## src/rtl/sgc_pkg.sv

```systemverilog
// Package with shared constants, types and codes of the steering grid correlator.
`default_nettype none
package sgc_pkg;
    localparam int DEF_THETA_CELLS = 8;
    localparam int DEF_PHI_CELLS   = 8;
    localparam int TABLE_DEPTH     = 64;
    localparam int CELL_W          = 6;
    localparam int SMP_W           = 16;
    localparam int CFG_IDX_W       = 4;
    localparam int CAL_REGS        = 8;
    localparam int MUL_A_W         = 34;
    localparam int MUL_B_W         = 20;
    localparam int MUL_P_W         = MUL_A_W + MUL_B_W;
    localparam int ACC_W           = 51;
    localparam int RND_W           = 19;
    localparam int SSQ_W           = 36;
    localparam int ROOT_W          = 19;
    localparam logic [SMP_W-1:0] CAL_RE_RST = 16'h7FFF;
    localparam logic [SMP_W-1:0] CAL_IM_RST = 16'h0000;

    typedef enum logic [3:0] {
        S_IDLE,
        S_RD,
        S_MUL,
        S_RND,
        S_SQ0,
        S_SQ1,
        S_SQ2,
        S_ROOT,
        S_OUT
    } t_state;

    typedef enum logic [2:0] {
        OP_ER_CR = 3'd0,
        OP_EI_CI = 3'd1,
        OP_ER_CI = 3'd2,
        OP_EI_CR = 3'd3,
        OP_A_SR  = 3'd4,
        OP_B_SI  = 3'd5,
        OP_B_SR  = 3'd6,
        OP_A_SI  = 3'd7
    } t_mop;

    typedef logic [7:0][SMP_W-1:0] t_cvec;
endpackage
`default_nettype wire

```

## src/rtl/sgc_mul.sv

```systemverilog
// Shared signed multiplier with a registered product.
`default_nettype none
module sgc_mul
    import sgc_pkg::*;
(
    input  wire logic                      i_clk,
    input  wire logic signed [MUL_A_W-1:0] i_a,
    input  wire logic signed [MUL_B_W-1:0] i_b,
    output logic signed [MUL_P_W-1:0]      o_p
);
    logic signed [MUL_P_W-1:0] r_p;

    always_ff @(posedge i_clk) begin
        r_p <= i_a * i_b;
    end

    assign o_p = r_p;
endmodule
`default_nettype wire

```

## config.mk

```make
export PLATFORM = sky130hd
export DESIGN_NAME = sgc_mul
export DESIGN_NICKNAME = d
export VERILOG_FILES = /design/src/rtl/sgc_pkg.sv /design/src/rtl/sgc_mul.sv
export SDC_FILE = /design/constraint.sdc
export NUM_CORES = 2
export LEC_CHECK = 0
export BUFFER_PORTS_ARGS = -buffer_cell sky130_fd_sc_hd__buf_2
export CORE_MARGIN = 5
export CORE_UTILIZATION = 45
export CTS_CLUSTER_SIZE = 10
export DETAILED_ROUTE_END_ITERATION = 8
export GPL_ROUTABILITY_DRIVEN = 0
export PLACE_DENSITY = 0.68
export SYNTH_ARGS = -nofsm -noshare
export SYNTH_HDL_FRONTEND = slang
export SYNTH_SLANG_ARGS = --single-unit
```

## constraint.sdc

```tcl
create_clock -name i_clk -period 8.4 [get_ports i_clk]
set_input_delay 1.26 -clock i_clk [delete_from_list [all_inputs] [get_ports i_clk]]
set_output_delay 1.26 -clock i_clk [all_outputs]
set_load 0.02 [all_outputs]
```

==> results.toml <==
[clocking]
clock_sinks = 54
postCtsSetupRepairBufs = 0
htree_levels = 2
cts_tree = "done"
max-clock-path-buffers = 2
numCtsBuffers = 5
clock-root-buffer = "clkbuf_16"
clkTransAtPathRegs_ns = 0.08
holdBufCountCts = 0

[worst_hold_path]
hold_class = "primary input to flop"

[sta]
fmax_mhz = 124
rsz0062_at_grt = "no"
hold_viol_final = 0
slew_headroom_pct = 43.9
worstMarginPinSlew_ns = 0.841
setup_violations = 0
fin_crit_ns = 8.04
drv_slew = 0
hold_slack_ns = 1.42
min_period_over_period_pct = 95.7

[layout]
final_area_sq_um = 26600
largest_reg_flops = 54
syn_to_final_growth_pct = 6.92
drive_above_1_share_pct = 7.47
final_nets = 3618
nFillCells = 5136

[synthesis]
yosysMostFrequentCell = "inv_1"
synth_top_cell_by_area = "fa_1"
synth_cell_types = 50
syn_inst = 2703
synth_seq_area_share_pct = 4.35
ys_ff_latch = 54
avgSynthCellArea_sq_um = 9.19
async_flop_share_pct = 0
netlist_top_cells_count = "725 x inv_1, 672 x fa_1, 353 x and2_1"
synth-main-ff-cell = "dfxtp_1"
synth_area_sq_um = 24800
syn_nets = 3565
synth_edf_count = 0
yosys_warnings = 0
netlist_top_cells_area = "fa_1 54%, inv_1 11%, and2_1 8.9%"
synth_top_area_share_pct = 54.1

[die]
die_y_um = 245
die_area_sq_um = 60000
design.core.area_sq_um = 54900
die_w_um = 245
io_pins = 109
initial_core_util_pct = 45.3
rows = 86

[worst_setup_path]
crit_type = "primary input to flop"
crit_arrival_ns = 8.31
crit_fanout = 27
cp_slowest_cell = "fa_1"
worst_setup_path_start_kind = "primary input"
crit_family = "adder cells"
cp.required_ns = 8.67
crit_top_cell = "fa_1"
critPathMaxStageDelay_ns = 0.55
end_kind = "flop"
cp_num_buf_inv = 7

[detailed_routing]
drcViolationCount = 0
vias_per_cell = 5.03
dr.pass1.iters = 5
vias = 17441
drt_iter0_markers = 976
avgRoutedWirePerCell_um = 18.3
drt-total-wl_um = 63300
ant_nets = 0

[placement]
place_area_sq_um = 26400
portBuffers = 108
dp_hpwl_um = 53800

[global_route]
grt_pass1_wl_um = 107000
grt_pass1_vias = 20331
grt-ovfl-total = 0
grt_usage_pct = 22.5
grt_start_max_net_pins = 35
antenna_found_initial = 9

[run]
max-cap-violations = 0

[status]
outcome = "finished clean"
[logic make-up (layout without fill, tap and decap cells)]
| family | after synthesis | in the layout | share of synthesized area, % |
|---|---|---|---|
| DFF | 54 | 54 | 4.35 |
| xor gates and xnor gates | 57 | 57 | 2.01 |
| and+or+nand+nor | 774 | 774 | 15.7 |
| adders and majority gates | 807 | 807 | 60.9 |
| AOI/OAI and AO/OA | 147 | 147 | 3.92 |
| buffers and inverters | 864 | 918 | 13.1 |
| other | 0 | 3 | 0 |
[layout by cell type (no fill, tap or decap), types with 8 or more instances in the layout]
cell type    n
and2_1     353
nand2_1    319
nand3_1     13
buf_4       72
xor2_1      11
nand2b_1    10
fa_1       672
o21ai_0     16
a21o_1      27
inv_1      725
dfxtp_1     54
xnor2_1     46
a21oi_1     50
ha_1       135
nor2_1      50
o21ai_1      8
buf_2      105
[final cells by class]
type / count / area, sq um / area share, %
Antenna cell: 3 / 7.51 / 0.0283
Clock buffer: 5 / 125 / 0.471
Clock inverter: 3 / 28.8 / 0.108
Inverter: 725 / 2720 / 10.2
Multi-Input combinational cell: 1785 / 20500 / 77.3
Sequential cell: 54 / 1080 / 4.07
Tap cell: 704 / 881 / 3.32
Timing Repair Buffer: 185 / 1190 / 4.47
[final timing paths]
| check | from | cells after the start | endpoint | slack (ns) |
|---|---|---|---|---|
| hold / removal | i_a[0] | 3 | o_p[0] | 1.42 |
| setup / recovery | i_b[4] | 26 | o_p[53] | 0.36 |
[layer usage]
| metal | GRT usage, % | part of all wire [%] |
|---|---|---|
| met1 | 28.0 | 39 |
| met2 | 39.0 | 50 |
| met3 | 4.53 | 7.2 |
| met4 | 8.04 | 4.1 |
| met5 | 0 | 0.054 |
[timing repair]
item,4_1_cts,5_1_grt
endpoints found under the setup margin,0,2
endpoints found under the hold margin,0,0
gates resized for setup,0,5
[per-stage QoR]
| stage | utilization [%] | setup WS, ns | instances | TNS, ns |
|---|---|---|---|---|
| final | 48.4 | 0.364 | 3464 | 0 |
| after global placement | 48.1 | -0.00572 | 3453 | -0.00572 |
| after detailed placement | 48.1 | -0.0999 | 3453 | -0.146 |
| after floorplan | - | 0.717 | 2703 | 0 |
| after CTS | 48.4 | 0.237 | 3461 | 0 |
| after global routing | 48.4 | 0.0783 | 3462 | 0 |
Power is left out: the tool's default activity adds up to more than one toggle a clock period on the data nets, which glitch-free logic cannot reach.
