### src/rtl/sgc_pkg.sv
// Package with shared constants, types and codes of the steering grid correlator.
`default_nettype none
package sgc_pkg;
    localparam int DEF_THETA_CELLS = 8;
    localparam int DEF_PHI_CELLS   = 8;
    localparam int TABLE_DEPTH     = 64;
    localparam int CELL_W          = 6;
    localparam int SMP_W           = 16;
    localparam int CFG_IDX_W       = 4;
    localparam int CAL_REGS        = 8;
    localparam int MUL_A_W         = 34;
    localparam int MUL_B_W         = 20;
    localparam int MUL_P_W         = MUL_A_W + MUL_B_W;
    localparam int ACC_W           = 51;
    localparam int RND_W           = 19;
    localparam int SSQ_W           = 36;
    localparam int ROOT_W          = 19;
    localparam logic [SMP_W-1:0] CAL_RE_RST = 16'h7FFF;
    localparam logic [SMP_W-1:0] CAL_IM_RST = 16'h0000;

    typedef enum logic [3:0] {
        S_IDLE,
        S_RD,
        S_MUL,
        S_RND,
        S_SQ0,
        S_SQ1,
        S_SQ2,
        S_ROOT,
        S_OUT
    } t_state;

    typedef enum logic [2:0] {
        OP_ER_CR = 3'd0,
        OP_EI_CI = 3'd1,
        OP_ER_CI = 3'd2,
        OP_EI_CR = 3'd3,
        OP_A_SR  = 3'd4,
        OP_B_SI  = 3'd5,
        OP_B_SR  = 3'd6,
        OP_A_SI  = 3'd7
    } t_mop;

    typedef logic [7:0][SMP_W-1:0] t_cvec;
endpackage
`default_nettype wire

### src/rtl/sgc_isqrt.sv
// Bit-serial integer square root with round to nearest, two radicand bits a cycle.
`default_nettype none
module sgc_isqrt
    import sgc_pkg::*;
(
    input  wire logic              i_clk,
    input  wire logic              i_rst_n,
    input  wire logic              i_start,
    input  wire logic [SSQ_W-1:0]  i_x,
    output logic                   o_done,
    output logic [ROOT_W-1:0]      o_root
);
    localparam int Q_W   = SSQ_W / 2;
    localparam int R_W   = Q_W + 2;
    localparam int T_W   = R_W + 2;
    localparam int CNT_W = $clog2(Q_W);

    logic              r_run;
    logic              r_fin;
    logic              r_done;
    logic [CNT_W-1:0]  r_cnt;
    logic [SSQ_W-1:0]  r_x;
    logic [Q_W-1:0]    r_q;
    logic [R_W-1:0]    r_r;
    logic [ROOT_W-1:0] r_root;
    logic [T_W-1:0]    n_rem;
    logic [T_W-1:0]    n_trial;
    logic              n_ge;

    always_comb begin
        n_rem   = {r_r, r_x[SSQ_W-1 -: 2]};
        n_trial = {2'b00, r_q, 2'b01};
        n_ge    = (n_rem >= n_trial);
    end

    always_ff @(posedge i_clk) begin
        if (!i_rst_n) begin
            r_run  <= 1'b0;
            r_fin  <= 1'b0;
            r_done <= 1'b0;
        end else begin
            r_done <= 1'b0;
            if (i_start) begin
                r_run <= 1'b1;
                r_fin <= 1'b0;
            end else if (r_run) begin
                if (r_cnt == '0) begin
                    r_run <= 1'b0;
                    r_fin <= 1'b1;
                end
            end else if (r_fin) begin
                r_fin  <= 1'b0;
                r_done <= 1'b1;
            end
        end
    end

    always_ff @(posedge i_clk) begin
        if (i_start) begin
            r_x   <= i_x;
            r_q   <= '0;
            r_r   <= '0;
            r_cnt <= CNT_W'(Q_W - 1);
        end else if (r_run) begin
            r_x   <= {r_x[SSQ_W-3:0], 2'b00};
            r_cnt <= r_cnt - 1'b1;
            if (n_ge) begin
                r_r <= R_W'(n_rem - n_trial);
                r_q <= {r_q[Q_W-2:0], 1'b1};
            end else begin
                r_r <= R_W'(n_rem);
                r_q <= {r_q[Q_W-2:0], 1'b0};
            end
        end else if (r_fin) begin
            r_root <= ROOT_W'(r_q) + ROOT_W'(r_r > R_W'(r_q));
        end
    end

    assign o_done = r_done;
    assign o_root = r_root;
endmodule
`default_nettype wire

### config.mk
export PLATFORM = sky130hd
export DESIGN_NAME = sgc_isqrt
export DESIGN_NICKNAME = d
export VERILOG_FILES = /design/src/rtl/sgc_pkg.sv /design/src/rtl/sgc_isqrt.sv
export SDC_FILE = /design/constraint.sdc
export NUM_CORES = 1
export LEC_CHECK = 0
export BUFFER_PORTS_ARGS = -buffer_cell sky130_fd_sc_hd__buf_2
export CORE_MARGIN = 2
export CORE_UTILIZATION = 40
export DETAILED_ROUTE_END_ITERATION = 8
export PLACE_DENSITY = 0.62
export RECOVER_POWER = 100
export REMOVE_ABC_BUFFERS = 1
export SYNTH_ARGS = -nofsm -noshare
export SYNTH_HDL_FRONTEND = slang
export SYNTH_SLANG_ARGS = --single-unit
### constraint.sdc
create_clock -name i_clk -period 3.2 [get_ports i_clk]
set_input_delay 0.64 -clock i_clk [delete_from_list [all_inputs] [get_ports i_clk]]
set_output_delay 0.64 -clock i_clk [all_outputs]
set_load 0.02 [all_outputs]
==> impl_metrics.py <==
metrics = {
    "setup_path": {
        "critPathTopFamily": "simple AND/OR/NAND/NOR gates",
        "crit_fanout": 7,
        "endpoint_kind": "register",
        "cp_slowest_cell": "ha_2",
        "cpPeakStageDelay_ns": 0.38,
        "critPathLaunchType": "register",
        "crit_type": "register to register",
        "worst-path-buf-inv": 1,
        "critPathArrivalTime_ns": 3.12,
        "cp.required_ns": 3.30,
        "crit_chain": "inv_1 > ha_2 > and4_1 > and3_4 > a21oi_1 > a31oi_1 > ha_2 > ha_1 > nand3_1 > or3_4 > nor2_4 > nand3_1 > xnor2_1",
    },
    "finish": {
        "drive_gt1_share_pct": 23.6,
        "layout_common_cells": "55 x edfxtp_1, 46 x nor2_1, 46 x dfxtp_1, 38 x buf_4, 37 x buf_2",
        "design_area_um2": 6540,
        "multi_input_area_um2": 2760,
        "regArea_um2": 2570,
        "area_growth_pct": 18.8,
        "nets": 680,
        "insertedDiodeCount": 0,
        "fin_util_pct": 49.0,
        "fill_cells": 1253,
        "final_common_cell": "edfxtp_1",
    },
    "drt": {
        "drc": 0,
        "routed_via_density": 5.20,
        "first_iter_violations": 223,
        "ant_nets": 0,
        "wl_per_cell_um": 14.6,
        "vias": 4151,
        "postRouteWirelength_um": 11600,
        "drt_pass1_iterations": 4,
    },
    "die": {
        "die_x_um": 121,
        "die-area_um2": 14700,
        "die_h_um": 121,
        "rows": 42,
        "core_um2": 13300,
        "start_util_pct": 41.2,
        "ios": 59,
    },
    "flow_run": {
        "cap_violations": 1,
    },
    "logic_synthesis": {
        "synth_warnings": 0,
        "synth_seq_cells": 101,
        "synth_area_leaders": "edfxtp_1 30%, dfxtp_1 17%, mux2_2 7.0%, ha_1 5.5%, mux2i_1 5.1%",
        "syn-cell-area_um2": 5500,
        "yosysTopAreaCell": "edfxtp_1",
        "async_flop_share_pct": 0,
        "synth_edf_count": 55,
        "synth_cell_type_count": 61,
        "yosysTopAreaCellShare_pct": 30.0,
        "synth_area_per_cell_um2": 10.4,
        "syn_inst": 528,
        "ys_seq_area_share_pct": 46.7,
        "synth_ff_type": "edfxtp_1",
    },
    "place": {
        "placed_cell_area_um2": 6240,
        "place_ws_ns": 0.0224,
        "gp_congestion": 0.947,
        "io_buffers": 58,
        "dpl.hpwl_um": 8570,
    },
    "timing": {
        "grt_setup_unrepaired": "true",
        "fmax_ghz": 0.331,
        "setup_slack_ns": 0.177,
        "finalHoldViolCount": 0,
        "final-setup-viol-count": 0,
        "slew_violations": 26,
        "period_needed_ns": 3.02,
        "worstMarginPinSlew_ns": 1.52,
        "post-route-period-util_pct": 94.5,
        "setup_tns_ns": 0,
        "worst_clock_skew_ns": 0.00618,
        "relSlewSlack_pct": -1.57,
    },
    "clock_network": {
        "post_cts_buffers": 0,
        "cts_hold_buf": 0,
        "cts_sinks": 101,
        "clock_path_buffers": 2,
        "clkTransAtPathRegs_ns": 0.06,
        "root_buffer": "clkbuf_16",
        "insertion_delay_ns": 0.35,
        "numCtsBuffers": 9,
        "htreeDepth": 3,
        "cts_tree": "done",
    },
    "pwr": {
        "powerDensity_nw_per_um2": 900,
        "ir_drop_uv": 511,
        "p_leak_nw": 2.53,
    },
    "global_route": {
        "grt_pass1_vias": 4056,
        "track_usage_pct": 16.6,
        "grt_overflow_total": 0,
        "grt_max_degree": 50,
        "grt_pass1_wl_um": 19100,
        "antenna_found_initial": 1,
    },
    "worst_hold_path": {
        "hold_class": "register to register",
    },
    "status": {
        "outcome": "finished, violations left",
        "violations": "capacitance limit, slew limit",
    },
}
==> final cells by class <==
class / count / area share, %
multi-input cells: 373 / 42.1
flip-flops and latches: 101 / 39.3
repair buffers: 102 / 8.80
clock buffers: 13 / 3.98
well taps: 176 / 3.37
inverters: 30 / 1.72
clock inverters: 3 / 0.670
==> worst paths after layout <==
check / startpoint / cells past startpoint / slack (ns) / to
worst max-delay path: r_q[14] / 13 / 0.18 / o_root[14]
worst min-delay path: r_r[19] / 2 / 0.47 / r_r[19]
worst max register to register: r_q[14] / 13 / 0.18 / o_root[14]
worst min register to register: r_r[19] / 2 / 0.47 / r_r[19]
==> cells in the mapped netlist, drive strengths merged (11+ instances only) <==
master,count
edfxtp,55
nor2,47
dfxtp,46
nand2,35
mux2,34
inv,30
mux2i,28
a21oi,26
o21ai,25
ha,24
xnor2,24
clkbuf,13
buf,11
nor3,11
==> registers in the layout (all words and copies together) (netlist names) <==
register,flops
r_x,36
r_r,20
o_root,19
r_q,18
r_cnt,5
o_done,1
r_fin,1
r_run,1
==> report_power, final <==
group | switching [W] | internal (W)
combinational | 0.00170 | 0.00142
clock | 0.000464 | 0.000651
sequential | 0.000113 | 0.00154
==> logic make-up (layout without fill, tap and decap cells) <==
family / count (synthesis) / in the layout / share of synthesized area [%]
AOI/OAI and AO/OA: 103 / 103 / 12.7
xor gates and xnor gates: 31 / 31 / 4.93
buffers and inverters: 54 / 148 / 4.23
DFF: 101 / 101 / 46.7
muxes: 62 / 62 / 12.1
adders and majority gates: 24 / 24 / 5.46
and+or+nand+nor: 153 / 153 / 13.9
==> per-layer routing <==
layer / GRT usage [%] / share of wire, % / up-vias / routed length, um
met1: 20.8 / 44 / 1915 / 5160
li1: - / - / 2089 / -
met5: 0 / 0 / - / 0
met3: 5.36 / 7.9 / 18 / 924
met4: 7.18 / 2.2 / 0 / 258
met2: 26.1 / 45 / 129 / 5290
==> metrics by stage <==
stage,hold slack (ns),total power (W),instances
final,0.468,0.00589,798
after global routing,0.495,0.00632,798
after CTS,0.475,0.00593,798
after detailed placement,0.462,0.00479,782
after global placement,0.456,0.00476,782
after floorplan,0.436,0.00392,504
==> worst reg2reg max path: cells and delay by family (launching register included) <==
| kind | cells | cell delay (ns) |
|---|---|---|
| XOR/XNOR | 1 | 0.15 |
| AND/OR/NAND/NOR | 6 | 1.22 |
| adder cells (fa/ha/maj) | 3 | 0.76 |
| flip-flops | 1 | 0.33 |
| buffers and inverters | 1 | 0.07 |
| AO/OA/AOI/OAI | 2 | 0.24 |
==> what timing repair did <==
action / CTS / global route
setup endpoints to repair: 0 / 6
resized for setup: 0 / 12
hold endpoints to repair: 0 / 0
(Power assumes the default switching activity.)
